### src/sv/fcs_ram.sv
// ----------------------------------------------------------------------------
// fcs_ram
// Simple dual-port RAM, one write and one registered read per cycle.
// ----------------------------------------------------------------------------
module fcs_ram #(
    parameter int WIDTH = 8,
    parameter int DEPTH = 320
) (
    input  logic                     clk,
    input  logic                     wr_en,
    input  logic [$clog2(DEPTH)-1:0] wr_addr,
    input  logic [WIDTH-1:0]         wr_data,
    input  logic [$clog2(DEPTH)-1:0] rd_addr,
    output logic [WIDTH-1:0]         rd_data
);

    logic [WIDTH-1:0] mem [DEPTH];
    logic [WIDTH-1:0] rd_data_reg;

    // Write port and read-first registered read port
    always_ff @(posedge clk) begin
        if (wr_en) begin
            mem[wr_addr] <= wr_data;
        end
        rd_data_reg <= mem[rd_addr];
    end

    assign rd_data = rd_data_reg;

endmodule

### config.mk
export PLATFORM = sky130hd
export DESIGN_NAME = fcs_ram
export DESIGN_NICKNAME = d
export VERILOG_FILES = /design/src/sv/fcs_ram.sv
export SDC_FILE = /design/constraint.sdc
export NUM_CORES = 2
export LEC_CHECK = 0
export ABC_CLOCK_PERIOD_IN_PS = 6100
export BUFFER_PORTS_ARGS = -buffer_cell sky130_fd_sc_hd__clkbuf_2
export CAP_MARGIN = 10
export CORE_ASPECT_RATIO = 1.25
export CORE_UTILIZATION = 35
export CTS_BUF_LIST = sky130_fd_sc_hd__clkbuf_4
export CTS_CLUSTER_DIAMETER = 120
export DETAILED_ROUTE_END_ITERATION = 7
export GPL_ROUTABILITY_DRIVEN = 0
export MAX_ROUTING_LAYER = met4
export PLACE_DENSITY_LB_ADDON = 0.25
export SLEW_MARGIN = 20
export SYNTH_ARGS = -nofsm -noshare
export SYNTH_HDL_FRONTEND = slang
export SYNTH_SLANG_ARGS = --single-unit
### constraint.sdc
create_clock -name clk -period 6.1 [get_ports clk]
set_input_delay 0.305 -clock clk [delete_from_list [all_inputs] [get_ports clk]]
set_output_delay 0.305 -clock clk [all_outputs]
set_load 0.01 [all_outputs]
==> results_dict.tcl <==
set metrics [dict create \
    status "complete, no violations" \
    synth_ff_type "edfxtp_1" \
    dieArea_um2 286000 \
    cts_resized 0 \
    cts.clk_slew.worst_paths_ns 0.06 \
    ctsHoldBuffers 18 \
    first_pass_iters 6 \
    drt_iter0_drc 3958 \
    coreArea_um2 282000 \
    totalWireLength_um 260000 \
    setup-violations-final 0 \
    overflow 0 \
    vias 48900 \
    path_class "in2reg" \
    yosysUniqueCellTypes 44 \
    largest_reg_flops 2560 \
    final_core_util_pct 39.5 \
    grt_use_total_pct 18.6 \
    powerDensity_nw_per_um2 311 \
    max-vdd-ir-drop_mv 0.147 \
    clock_latency_ns 1.28 \
    hold_viol_final 0 \
    synth_edf_count 2560 \
    final_nets 5125 \
    cp-end-kind "flip-flop" \
    cts-root-buf "clkbuf_4" \
    chipWidth_um 479 \
    cts_tree "built" \
    numCtsBuffers 624 \
    dp_cells 8192 \
    syn-num-nets 4634 \
    final_cells 9266 \
    antenna_found_initial 18 \
    syn2layout_area_growth_pct 12.3 \
    ant_nets 0 \
    finalCriticalPeriod_ns 3.32 \
    post_cts_buffers 0 \
    ys_ff_latch 2568 \
    place_area_um2 104000 \
    numPortBuffers 35 \
    hold_class "in2reg" \
    rsz0062_at_grt "false" \
    relSlewSlack_pct 20.3 \
    hpwl_um 153000 \
    max_cap_viol_count 0 \
    io-pin-count 36 \
    syn_area_um2 99400 \
    drc 0 \
    finalCritPeriodShare_pct 54.5 \
    critical_path.max_fanout 94 \
    required_ns 7.26 \
    layout-drive-gt1-share_pct 30.2 \
    preCtsSetupSlack_ns 1.46 \
    die_y_um 598 \
    start_util_pct 35.2 \
    fmax_mhz 301 \
    setup_ws_ns 2.78 \
    synth_area_per_cell_um2 21.6 \
    start_kind "input port" \
    rows 218 \
    grt_max_degree 200 \
    grt_pass1_wl_um 372000 \
    grt_pass1_vias 51600 \
    fill_cells 25300 \
    setup_tns_ns 0 \
    wl_per_cell_um 28.0 \
    cts_sinks 2568 \
    crit_arrival_ns 4.48 \
    leakagePower_nw 34.8 \
    drv_slew 0 \
    syn_inst 4606 \
    final_cell_area_um2 112000 \
    avgViaCountPerCell 5.28 \
    yosys_warnings 0 \
    clk_path_buf_depth 4 \
    cts_max_level 6 \
    tightest_slew_ns 1.20 \
    yosysSeqAreaShare_pct 77.5 \
    finClkSkew_ns 0.0656 \
    async_flop_share_pct 0 \
]
[path summary, 6_finish.rpt]
kind,start,end,slack (ns),depth (start not counted)
max,rd_addr[1],rd_data[4],2.78,10
min,wr_data[7],mem[260][7],0.13,2
max reg2reg,mem[245][4],rd_data[4],3.01,6
min reg2reg,mem[279][0],rd_data[0],1.08,4
[cells by family (layout without fill, tap and decap cells)]
logic type	Yosys count	count (layout)	share of synthesized area (%)
compound gates	371	371	2.59
other cells	0	15	0
flops	2568	2568	77.5
buf+inv	291	1196	1.56
mux	871	871	16.2
simple gates	505	505	2.13
[where the power goes]
part / leakage (nW) / internal (W) / switching (W)
clock network: 4.41 / 0.00681 / 0.00677
registers: 23.1 / 0.0194 / 0.0000242
logic: 7.32 / 0.000593 / 0.00112
[critical path, stage by stage]
cell      delay [ns]
buf_8           0.42
buf_12          0.37
and2_2          0.36
buf_4           0.64
a221oi_1        0.17
o21ai_0         0.25
nand4_1         0.20
a221oi_1        0.58
o211ai_1        0.48
a22o_1          0.38
[cell usage after synthesis (all sizes together), types with 4 or more instances]
cell	count	share of area, %
nand3	39	0.20
a211oi	14	0.11
o211ai	30	0.23
nand2	65	0.25
o21ai	99	0.50
clkbuf	158	0.60
dfxtp	8	0.16
nand4	12	0.076
nor3	9	0.045
a41oi	14	0.12
a21oi	26	0.13
nand2b	6	0.038
nor2	334	1.3
mux4	590	13
and2	4	0.025
o311ai	7	0.062
a22o	7	0.062
nor2b	21	0.13
o22ai	28	0.18
a31oi	10	0.063
edfxtp	2560	77
buf	131	0.96
a221oi	82	0.72
nor3b	4	0.030
a22oi	45	0.34
mux2i	279	2.8
[final cells by class]
type / instances / area [µm²] / area share (%)
clock buffer: 855 / 6420 / 5.75
multi-input combinational: 1747 / 20900 / 18.7
clock inverter: 185 / 995 / 0.891
sequential: 2568 / 77000 / 69.0
timing repair buffer: 154 / 1530 / 1.37
tap: 3740 / 4680 / 4.19
inverter: 2 / 15.0 / 0.0135
antenna: 15 / 37.5 / 0.0336
[layer usage]
| metal | wire length, µm | global-route usage, % | part of all wire [%] |
|---|---|---|---|
| met3 | 14200 | 3.12 | 5.5 |
| met4 | 7660 | 6.46 | 3.0 |
| met1 | 104000 | 22.6 | 40 |
| met5 | 0 | - | 0 |
| met2 | 134000 | 31.2 | 52 |
[per-stage QoR]
step                      total power, W  hold WS (ns)
after floorplan                   0.0207         0.404
after global placement            0.0216         0.822
after detailed placement          0.0216         0.822
after CTS                         0.0352       0.00225
after global routing              0.0360        0.0546
final                             0.0347         0.130
[layout by cell type, fill, tap and decap left out, types with 14 or more instances in the layout]
cell type and count:
a211oi_1 14, a21oi_1 26, a221oi_1 82, a22oi_1 45, a41oi_1 14, buf_12 23, buf_4 78, clkbuf_2 23
clkbuf_4 855, clkinv_1 135, diode_2 15, dlygate4sd3_1 18, edfxtp_1 2560, inv_2 14, mux2i_1 279, mux4_2 590
nand2_1 53, nand3_1 35, nor2_1 324, nor2b_1 19, o211ai_1 30, o21ai_0 99, o22ai_1 28
No activity file was read; power rests on OpenSTA's default activity.
